==> src/design/tsp_pkg.sv <==
package tsp_pkg;

    localparam int unsigned DATA_W  = 16;
    localparam int unsigned PROD_W  = 25;             // 9 bit scaled span by 16 bit step
    localparam int unsigned CNT_W   = 5;
    localparam logic [CNT_W-1:0] DIV_LAST = CNT_W'(PROD_W - 1);

    // phase codes
    localparam logic [1:0] PH_IDLE  = 2'd0;
    localparam logic [1:0] PH_ACCEL = 2'd1;
    localparam logic [1:0] PH_RUN   = 2'd2;
    localparam logic [1:0] PH_DECEL = 2'd3;

    // register indexes
    localparam logic [1:0] REG_SLOW = 2'd0;
    localparam logic [1:0] REG_FAST = 2'd1;
    localparam logic [1:0] REG_RAMP = 2'd2;
    localparam logic [1:0] REG_RUN  = 2'd3;

    localparam logic [DATA_W-1:0] SLOW_RST = 16'd10000;
    localparam logic [DATA_W-1:0] FAST_RST = 16'd1000;
    localparam logic [DATA_W-1:0] RAMP_RST = 16'd300;
    localparam logic [DATA_W-1:0] RUN_RST  = 16'd5000;
    localparam logic [3:0]        COIL_RST = 4'hf;

    typedef struct packed {
        logic [DATA_W-1:0] slow;
        logic [DATA_W-1:0] fast;
        logic [DATA_W-1:0] ramp;
        logic [DATA_W-1:0] run;
    } t_cfg;

    typedef struct packed {
        logic accept;      // take the input item
        logic mul;         // form the scaled step product
        logic div_step;    // one restoring divider iteration
        logic int_load;    // load interval from the quotient
    } t_cmd;

    typedef struct packed {
        logic need_div;    // accepted item needs a new ramp interval
    } t_sts;

    typedef struct packed {
        logic [3:0] coil;
        logic       pulse;
        logic       busy;
        logic       done;
    } t_res;

    function automatic logic [3:0] half_step(input logic [2:0] pos);
        logic [3:0] v;
        case (pos)
            3'd0:    v = 4'h1;
            3'd1:    v = 4'h3;
            3'd2:    v = 4'h2;
            3'd3:    v = 4'h6;
            3'd4:    v = 4'h4;
            3'd5:    v = 4'hc;
            3'd6:    v = 4'h8;
            default: v = 4'h9;
        endcase
        return v;
    endfunction

endpackage

==> src/design/tsp_ctrl.sv <==
module tsp_ctrl (
    input  logic          i_clk,
    input  logic          i_rst_n,
    input  logic          i_s_valid,
    input  logic          i_out_free,
    input  tsp_pkg::t_sts i_sts,
    output logic          o_s_ready,
    output tsp_pkg::t_cmd o_cmd
);
    import tsp_pkg::*;

    localparam logic [1:0] ST_READY = 2'd0;
    localparam logic [1:0] ST_MUL   = 2'd1;
    localparam logic [1:0] ST_DIV   = 2'd2;
    localparam logic [1:0] ST_LOAD  = 2'd3;

    logic [1:0]       r_state, n_state;
    logic [CNT_W-1:0] r_cnt, n_cnt;
    logic             w_accept;

    assign o_s_ready = (r_state == ST_READY) && i_out_free;
    assign w_accept  = o_s_ready && i_s_valid;

    always_comb begin
        n_state = r_state;
        n_cnt   = r_cnt;
        o_cmd   = '0;
        o_cmd.accept = w_accept;
        case (r_state)
            ST_READY: begin
                if (w_accept && i_sts.need_div) begin
                    n_state = ST_MUL;
                end
            end
            ST_MUL: begin
                o_cmd.mul = 1'b1;
                n_cnt     = '0;
                n_state   = ST_DIV;
            end
            ST_DIV: begin
                o_cmd.div_step = 1'b1;
                n_cnt = r_cnt + CNT_W'(1);
                if (r_cnt == DIV_LAST) begin
                    n_state = ST_LOAD;
                end
            end
            ST_LOAD: begin
                o_cmd.int_load = 1'b1;
                n_state = ST_READY;
            end
            default: begin
                n_state = ST_READY;
            end
        endcase
    end

    always_ff @(posedge i_clk) begin
        if (!i_rst_n) begin
            r_state <= ST_READY;
            r_cnt   <= '0;
        end else begin
            r_state <= n_state;
            r_cnt   <= n_cnt;
        end
    end

endmodule

==> src/design/tsp_dp.sv <==
module tsp_dp (
    input  logic          i_clk,
    input  logic          i_rst_n,
    input  tsp_pkg::t_cfg i_cfg,
    input  tsp_pkg::t_cmd i_cmd,
    input  logic          i_mode,
    input  logic          i_dir,
    output tsp_pkg::t_sts o_sts,
    output tsp_pkg::t_res o_res
);
    import tsp_pkg::*;

    logic [1:0]        r_phase, n_phase;
    logic [DATA_W-1:0] r_step, n_step;
    logic [DATA_W-1:0] r_tick, n_tick;
    logic [DATA_W-1:0] r_interval, n_interval;
    logic [2:0]        r_pos, n_pos;
    logic              r_dir, n_dir;
    logic [3:0]        r_coil, n_coil;
    logic [PROD_W-1:0] r_dvd;
    logic [DATA_W-1:0] r_rem;

    logic              w_pulse, w_done, w_need_div;
    logic [DATA_W-1:0] w_tick_inc, w_step_inc, w_len, w_diff, w_off;
    logic [1:0]        w_enter;
    logic [DATA_W:0]   w_rem_sh, w_rem_sub;
    logic              w_qbit;

    // first non-empty phase at or after p
    function automatic logic [1:0] live_phase(input logic [1:0] p, input logic ramp_nz,
                                              input logic run_nz);
        logic [1:0] q;
        case (p)
            PH_ACCEL: q = ramp_nz ? PH_ACCEL : (run_nz ? PH_RUN : PH_IDLE);
            PH_RUN:   q = run_nz ? PH_RUN : (ramp_nz ? PH_DECEL : PH_IDLE);
            PH_DECEL: q = ramp_nz ? PH_DECEL : PH_IDLE;
            default:  q = PH_IDLE;
        endcase
        return q;
    endfunction

    assign w_tick_inc = r_tick + 16'd1;
    assign w_step_inc = r_step + 16'd1;
    assign w_len      = (r_phase == PH_RUN) ? i_cfg.run : i_cfg.ramp;
    assign w_diff     = (i_cfg.slow > i_cfg.fast) ? (i_cfg.slow - i_cfg.fast) : '0;
    assign w_off      = {r_dvd[8:0], 7'd0};

    // restoring divider iteration
    assign w_rem_sh  = {r_rem, r_dvd[PROD_W-1]};
    assign w_rem_sub = w_rem_sh - {1'b0, i_cfg.ramp};
    assign w_qbit    = (w_rem_sh >= {1'b0, i_cfg.ramp});

    always_comb begin
        n_phase    = r_phase;
        n_step     = r_step;
        n_tick     = r_tick;
        n_interval = r_interval;
        n_pos      = r_pos;
        n_dir      = r_dir;
        n_coil     = r_coil;
        w_pulse    = 1'b0;
        w_done     = 1'b0;
        w_need_div = 1'b0;
        w_enter    = PH_IDLE;
        if (r_phase == PH_IDLE) begin
            if (i_mode) begin
                n_dir   = i_dir;
                w_enter = live_phase(PH_ACCEL, |i_cfg.ramp, |i_cfg.run);
                n_phase = w_enter;
                n_step  = '0;
                n_tick  = '0;
                if (w_enter == PH_IDLE) begin
                    w_done = 1'b1;
                end else begin
                    n_interval = (w_enter == PH_ACCEL) ? i_cfg.slow : i_cfg.fast;
                end
            end
        end else if (!i_mode) begin
            if (w_tick_inc >= r_interval) begin
                n_coil  = half_step(r_pos);
                n_pos   = r_dir ? (r_pos - 3'd1) : (r_pos + 3'd1);
                w_pulse = 1'b1;
                n_tick  = '0;
                if (w_step_inc >= w_len) begin
                    w_enter = live_phase(r_phase + 2'd1, |i_cfg.ramp, |i_cfg.run);
                    n_phase = w_enter;
                    n_step  = '0;
                    if (w_enter == PH_IDLE) begin
                        w_done = 1'b1;
                    end else begin
                        n_interval = (w_enter == PH_ACCEL) ? i_cfg.slow : i_cfg.fast;
                    end
                end else begin
                    n_step = w_step_inc;
                    if (r_phase == PH_RUN) begin
                        n_interval = i_cfg.fast;
                    end else begin
                        w_need_div = 1'b1;
                    end
                end
            end else begin
                n_tick = w_tick_inc;
            end
        end
    end

    assign o_sts.need_div = w_need_div;
    assign o_res.coil     = n_coil;
    assign o_res.pulse    = w_pulse;
    assign o_res.busy     = (n_phase != PH_IDLE);
    assign o_res.done     = w_done;

    always_ff @(posedge i_clk) begin
        if (!i_rst_n) begin
            r_phase    <= PH_IDLE;
            r_step     <= '0;
            r_tick     <= '0;
            r_interval <= '0;
            r_pos      <= '0;
            r_dir      <= 1'b0;
            r_coil     <= COIL_RST;
        end else if (i_cmd.accept) begin
            r_phase    <= n_phase;
            r_step     <= n_step;
            r_tick     <= n_tick;
            r_interval <= n_interval;
            r_pos      <= n_pos;
            r_dir      <= n_dir;
            r_coil     <= n_coil;
        end else if (i_cmd.int_load) begin
            r_interval <= (r_phase == PH_ACCEL) ? (i_cfg.slow - w_off) : (i_cfg.fast + w_off);
        end
    end

    // divider datapath, no reset needed
    always_ff @(posedge i_clk) begin
        if (i_cmd.mul) begin
            r_dvd <= {16'd0, w_diff[15:7]} * {9'd0, r_step};
            r_rem <= '0;
        end else if (i_cmd.div_step) begin
            r_dvd <= {r_dvd[PROD_W-2:0], w_qbit};
            r_rem <= w_qbit ? w_rem_sub[DATA_W-1:0] : w_rem_sh[DATA_W-1:0];
        end
    end

endmodule

==> src/design/trapezoidal_stepper_profile_core.sv <==
// trapezoidal half-step stepper profile: each input item is either a timer tick
// (tuser 0) or a move start (tuser 1, direction in tdata bit 0); every item gives
// exactly one result item carrying the coil pattern, a step pulse, busy and a
// move-done flag on tlast. a start acts only while idle (a start during a move is
// taken and ignored) and runs acceleration (ramp_steps half steps from slow_delay
// toward fast_delay in multiples of 128 ticks), run (run_steps at fast_delay) and
// deceleration (mirror of the ramp); empty phases are skipped. ticks, starts and
// other steps need only the accept; a half step inside a ramp runs a sequence before
// the next item is taken: the accept, the 9x16 multiply of the scaled speed span by
// the step count, the one-bit-per-cycle restoring divider by ramp_steps, and the
// load of the new interval. results sit in an output register, so an item is taken
// in the same cycle the previous result leaves. registers are at byte addresses 0
// (slow_delay), 4 (fast_delay), 8 (ramp_steps), 12 (run_steps); a write during a
// move takes effect at the next read of that register, and is to be made only while
// no item is in progress, which the block itself does not enforce
module trapezoidal_stepper_profile_core (
    input  logic        i_clk,
    input  logic        i_rst_n,
    // input item stream
    input  logic        i_s_axis_tvalid,
    output logic        o_s_axis_tready,
    input  logic [7:0]  i_s_axis_tdata,   // [0] direction, [7:1] zero
    input  logic [0:0]  i_s_axis_tuser,   // [0] mode: 0 tick, 1 start
    // result item stream
    output logic        o_m_axis_tvalid,
    input  logic        i_m_axis_tready,
    output logic [7:0]  o_m_axis_tdata,   // [3:0] coil_pattern, [4] step_pulse,
                                          // [5] busy_res, [7:6] zero
    output logic        o_m_axis_tlast,   // move_done
    // configuration port
    input  logic        psel,
    input  logic        penable,
    input  logic        pwrite,
    input  logic [3:0]  paddr,
    input  logic [31:0] pwdata,
    output logic [31:0] prdata,
    output logic        pready
);
    import tsp_pkg::*;

    t_cfg r_cfg;
    t_cmd w_cmd;
    t_sts w_sts;
    t_res w_res;
    t_res r_res;
    logic r_m_valid;
    logic w_out_free;
    logic w_cfg_wr;

    // ---- configuration registers ----
    assign pready   = 1'b1;
    assign w_cfg_wr = psel && penable && pwrite;

    always_ff @(posedge i_clk) begin
        if (!i_rst_n) begin
            r_cfg.slow <= SLOW_RST;
            r_cfg.fast <= FAST_RST;
            r_cfg.ramp <= RAMP_RST;
            r_cfg.run  <= RUN_RST;
        end else if (w_cfg_wr) begin
            case (paddr[3:2])
                REG_SLOW: r_cfg.slow <= pwdata[15:0];
                REG_FAST: r_cfg.fast <= pwdata[15:0];
                REG_RAMP: r_cfg.ramp <= pwdata[15:0];
                REG_RUN:  r_cfg.run  <= pwdata[15:0];
                default:  r_cfg.run  <= r_cfg.run;
            endcase
        end
    end

    always_comb begin
        case (paddr[3:2])
            REG_SLOW: prdata = {16'd0, r_cfg.slow};
            REG_FAST: prdata = {16'd0, r_cfg.fast};
            REG_RAMP: prdata = {16'd0, r_cfg.ramp};
            REG_RUN:  prdata = {16'd0, r_cfg.run};
            default:  prdata = '0;
        endcase
    end

    // ---- sequencer and profile datapath ----
    assign w_out_free = !r_m_valid || i_m_axis_tready;

    tsp_ctrl u_ctrl (
        .i_clk      (i_clk),
        .i_rst_n    (i_rst_n),
        .i_s_valid  (i_s_axis_tvalid),
        .i_out_free (w_out_free),
        .i_sts      (w_sts),
        .o_s_ready  (o_s_axis_tready),
        .o_cmd      (w_cmd)
    );

    tsp_dp u_dp (
        .i_clk   (i_clk),
        .i_rst_n (i_rst_n),
        .i_cfg   (r_cfg),
        .i_cmd   (w_cmd),
        .i_mode  (i_s_axis_tuser[0]),
        .i_dir   (i_s_axis_tdata[0]),
        .o_sts   (w_sts),
        .o_res   (w_res)
    );

    // ---- result register ----
    always_ff @(posedge i_clk) begin
        if (!i_rst_n) begin
            r_m_valid <= 1'b0;
        end else if (w_cmd.accept) begin
            r_m_valid <= 1'b1;
        end else if (i_m_axis_tready) begin
            r_m_valid <= 1'b0;
        end
    end

    always_ff @(posedge i_clk) begin
        if (w_cmd.accept) begin
            r_res <= w_res;
        end
    end

    assign o_m_axis_tvalid = r_m_valid;
    assign o_m_axis_tdata  = {2'b00, r_res.busy, r_res.pulse, r_res.coil};
    assign o_m_axis_tlast  = r_res.done;

endmodule
==> config.mk <==
export PLATFORM = sky130hd
export DESIGN_NAME = trapezoidal_stepper_profile_core
export DESIGN_NICKNAME = d
export VERILOG_FILES = /design/src/design/tsp_pkg.sv /design/src/design/tsp_ctrl.sv /design/src/design/tsp_dp.sv /design/src/design/trapezoidal_stepper_profile_core.sv
export SDC_FILE = /design/constraint.sdc
export NUM_CORES = 1
export LEC_CHECK = 0
export BUFFER_PORTS_ARGS = -buffer_cell sky130_fd_sc_hd__buf_4
export CAP_MARGIN = 20
export CORE_ASPECT_RATIO = 0.75
export CORE_MARGIN = 5
export CORE_UTILIZATION = 57
export DETAILED_ROUTE_END_ITERATION = 6
export PLACE_DENSITY_LB_ADDON = 0.12
export SETUP_SLACK_MARGIN = 0.4
export SLEW_MARGIN = 15
export SYNTH_ARGS = -nofsm -noshare
export SYNTH_HDL_FRONTEND = slang
export SYNTH_SLANG_ARGS = --single-unit
==> constraint.sdc <==
create_clock -name i_clk -period 7.1 [get_ports i_clk]
set_input_delay 0.71 -clock i_clk [delete_from_list [all_inputs] [get_ports i_clk]]
set_output_delay 0.71 -clock i_clk [all_outputs]
set_load 0.02 [all_outputs]
==> run summary <==
EDFF count, synth = 32
Area delta synth->final = 16.6%
Area share of the largest cell type after synthesis = 18.0%
Gr ovfl total = 0
Main synth FF type = dfxtp_1
Synth area leaders = dfxtp_1 (18%), fa_1 (13%), ha_1 (11%)
Largest net degree at the start of global routing = 60
Cell variety after synth = 85
CTS tree = done
Global Route met2 Usage = 41.8%
Syn Inst Count = 1926
Row cnt = 53
Global-route wire length before repair = 70400 µm
Worst Hold Class = register to register
Worst-path fanout max = 6
Post-Route Setup TNS = 0 ps
Number of buffers created by CTS = 17
Worst VDD drop = 0.000265 V
R2R cell count = 25
Vias/cell = 5.85
Worst hold stages = 2
Placed inst area = 17300 µm²
Wire per inst = 18.2 µm
Detailed placement HPWL = 32200 µm
Yosys reg bits = 178
Max-Cap Viols = 0
RD Place Congestion = 0.931
Residual DRC count = 0
Static Leakage = 8.57 nW
Reg power frac = 33.7%
Initial Util = 57.9%
CTS sink cnt = 178
Synth area leader = dfxtp_1
Clk_lat worst skew = 450 ps
Clock Skews = 8.25 ps
Fmax = 0.147 GHz
Clock tree buffer depth = 2
Crit path required time = 7300 ps
H-Tree Depth = 4
Clock root cell = clkbuf_16
Die width = 205 µm
All-Layer GR Usage = 27.3%
M1 GR Usage = 40.1%
Setup Viol. Count Final = 0
Final Hold Vio Count = 0
Internal reg-to-reg setup slack = 290 ps
Tot Pwr = 3.72 mW
Hold Path End = u_dp.r_interval[4]$_SDFFE_PN0P_
Final #Nets = 2314
Crit. End Element = register
Final WL = 44000 µm
Switching share of power = 37.1%
Net Switching = 1.38 mW
R2r startpoint = r_cfg[38]$_SDFFE_PN1P_
Avg Cell Area, Syn = 8.43 µm²
Antenna violations before repair = 2
RR Endpoint = u_dp.r_dvd[21]$_DFFE_PP_
Vias in the first global route = 13.4k
Via count = 14.1k
Most common cell after layout, fill and taps aside = nand2_1
Minimum clock period = 6810 ps
Slew headroom = 48.6%
Placed insts = 2339
Gate power share = 41.2%
Post-synthesis cell area = 16200 µm²
Cell Count, Final, Fillers Out = 2416
DRT iter0 DRCs = 1205
Gr busiest metal = met2
Clock transition at path regs = 70 ps
Status = finished, final reports clean
Fin crit share = 95.9%
Clock power share = 25.1%
Post-DRT Antenna Nets = 0
Critical path launch point type = register
Power per cell area = 197 nW/µm²
Die ar. = 32000 µm²
CP Data Arrival Time = 7010 ps
Commonest cells after routing, fill and taps aside = nand2_1 (252), inv_1 (190), dfxtp_1 (141)
Max-slew violation count = 0
TritonRoute pass-1 iters = 5
P_int = 2.34 mW
Port Buffer Count = 51
Worst Tran Pin Value = 771 ps
Share of cells above drive strength 1 = 19.3%
RSZ-0062 raised after global routing = true
Part of the Yosys area used for sequential elements = 23.9%
Grt met3 use = 4.43%
Hold Path Origin = u_dp.r_interval[4]$_SDFFE_PN0P_
Final Cell Area = 18900 µm²
CORE AREA = 28100 µm²
YS warnings = 0
Final worst slack = 294 ps
Ys async rst share = 0%
Setup CP Type = register to register
Dpl ws = -71.6 ps
Number of I/O pins = 96
Height of the die = 156 µm
cell usage after synthesis (46+ instances only):
master    count
nand2_1     266
inv_1       210
dfxtp_1     146
ha_1        142
a21oi_1     126
nor2_1      116
fa_1        102
clkbuf_1     80
and2_1       60
nand3_1      51
o21ai_0      50
and3_1       46
metrics by stage:
| step | util [%] | hold slack (ps) |
|---|---|---|
| floorplan | - | 435 |
| global placement | 61.6 | 444 |
| detailed placement | 61.6 | 456 |
| CTS | 65.6 | 469 |
| global route | 67.5 | 491 |
| finish | 67.5 | 466 |
power by group through the flow:
stage               sequential [mW]  clock [mW]  combinational [mW]
global route                   1.27       0.987                1.68
detailed placement             1.27           0                1.42
finish                         1.25       0.935                1.54
CTS                            1.25       0.943                1.47
floorplan                      1.26           0                1.11
global placement               1.27           0                1.39
worst max-delay path, cell delays in order, from the launching register on:
cell	delay (ps)
dfxtp_1	370
inv_1	70
ha_1	330
o21ai_1	110
or2_1	270
a21oi_4	170
o21ai_2	90
a221o_1	360
buf_6	160
nor3_4	340
and2_4	210
fa_1	440
fa_1	520
fa_1	530
inv_1	60
fa_1	540
inv_2	50
ha_4	170
a21oi_4	160
o21ai_2	90
or4_4	530
a41oi_2	150
o31a_1	270
o21bai_1	100
xor2_1	160
mux2_4	260
cell families after synthesis:
family / synth area share (%)
AOI/OAI and AO/OA: 14.0
xor gates and xnor gates: 4.10
adders and majority gates: 23.5
buffers and inverters: 8.20
DFF: 23.9
muxes: 6.31
other: 0.0462
and+or+nand+nor: 20.0
sequential cells by signal (all words and copies together) (netlist names):
name and cells:
u_ctrl.r_cnt 5, o_m_axis_tlast 1, u_ctrl.r_state 2, o_m_axis_tvalid 1, u_dp.r_dvd 25, u_dp.r_phase 2
r_cfg 64, u_dp.r_tick 16, u_dp.r_pos 3, u_dp.r_dir 1, u_dp.r_step 16, u_dp.r_interval 16
u_dp.r_coil 4, u_dp.r_rem 16, o_m_axis_tdata 6
routing by layer:
layer	wire (µm)	share of wire, %
met5	0	0
met4	1210	2.8
met3	2940	6.7
met2	19400	44
met1	20400	46
area by class of cell:
type	instances	area, µm²
Clock buffer	21	483
Fill cell	2310	9120
Multi-Input combinational cell	1437	11700
Tap cell	385	482
Clock inverter	10	73.8
Antenna cell	1	2.50
Sequential cell	178	3890
Inverter	212	796
Timing Repair Buffer	172	1480
what timing repair did:
item                       CTS  global route
setup endpoints to repair   11            12
setup buffers               24            18
cloned                       2             0
resized for setup           75            95
hold buffers                 0             0
pin swaps                   66            83
worst max path at each step:
stage | startpoint | endpoint | slack (ps)
final | r_cfg[38]$_SDFFE_PN1P_ | u_dp.r_dvd[21]$_DFFE_PP_ | 290
after global routing | r_cfg[33]$_SDFFE_PN0P_ | u_dp.r_dvd[21]$_DFFE_PP_ | 110
after CTS | r_cfg[33]$_SDFFE_PN0P_ | u_dp.r_dvd[22]$_DFFE_PP_ | 360
after detailed placement | r_cfg[37]$_SDFFE_PN1P_ | u_dp.r_dvd[23]$_DFFE_PP_ | -70
after global placement | r_cfg[33]$_SDFFE_PN0P_ | u_dp.r_dvd[23]$_DFFE_PP_ | -2
after floorplan | r_cfg[33]$_SDFFE_PN0P_ | u_dp.r_dvd[23]$_DFFE_PP_ | 410
Note: power is estimated with default switching activity, not from simulation.
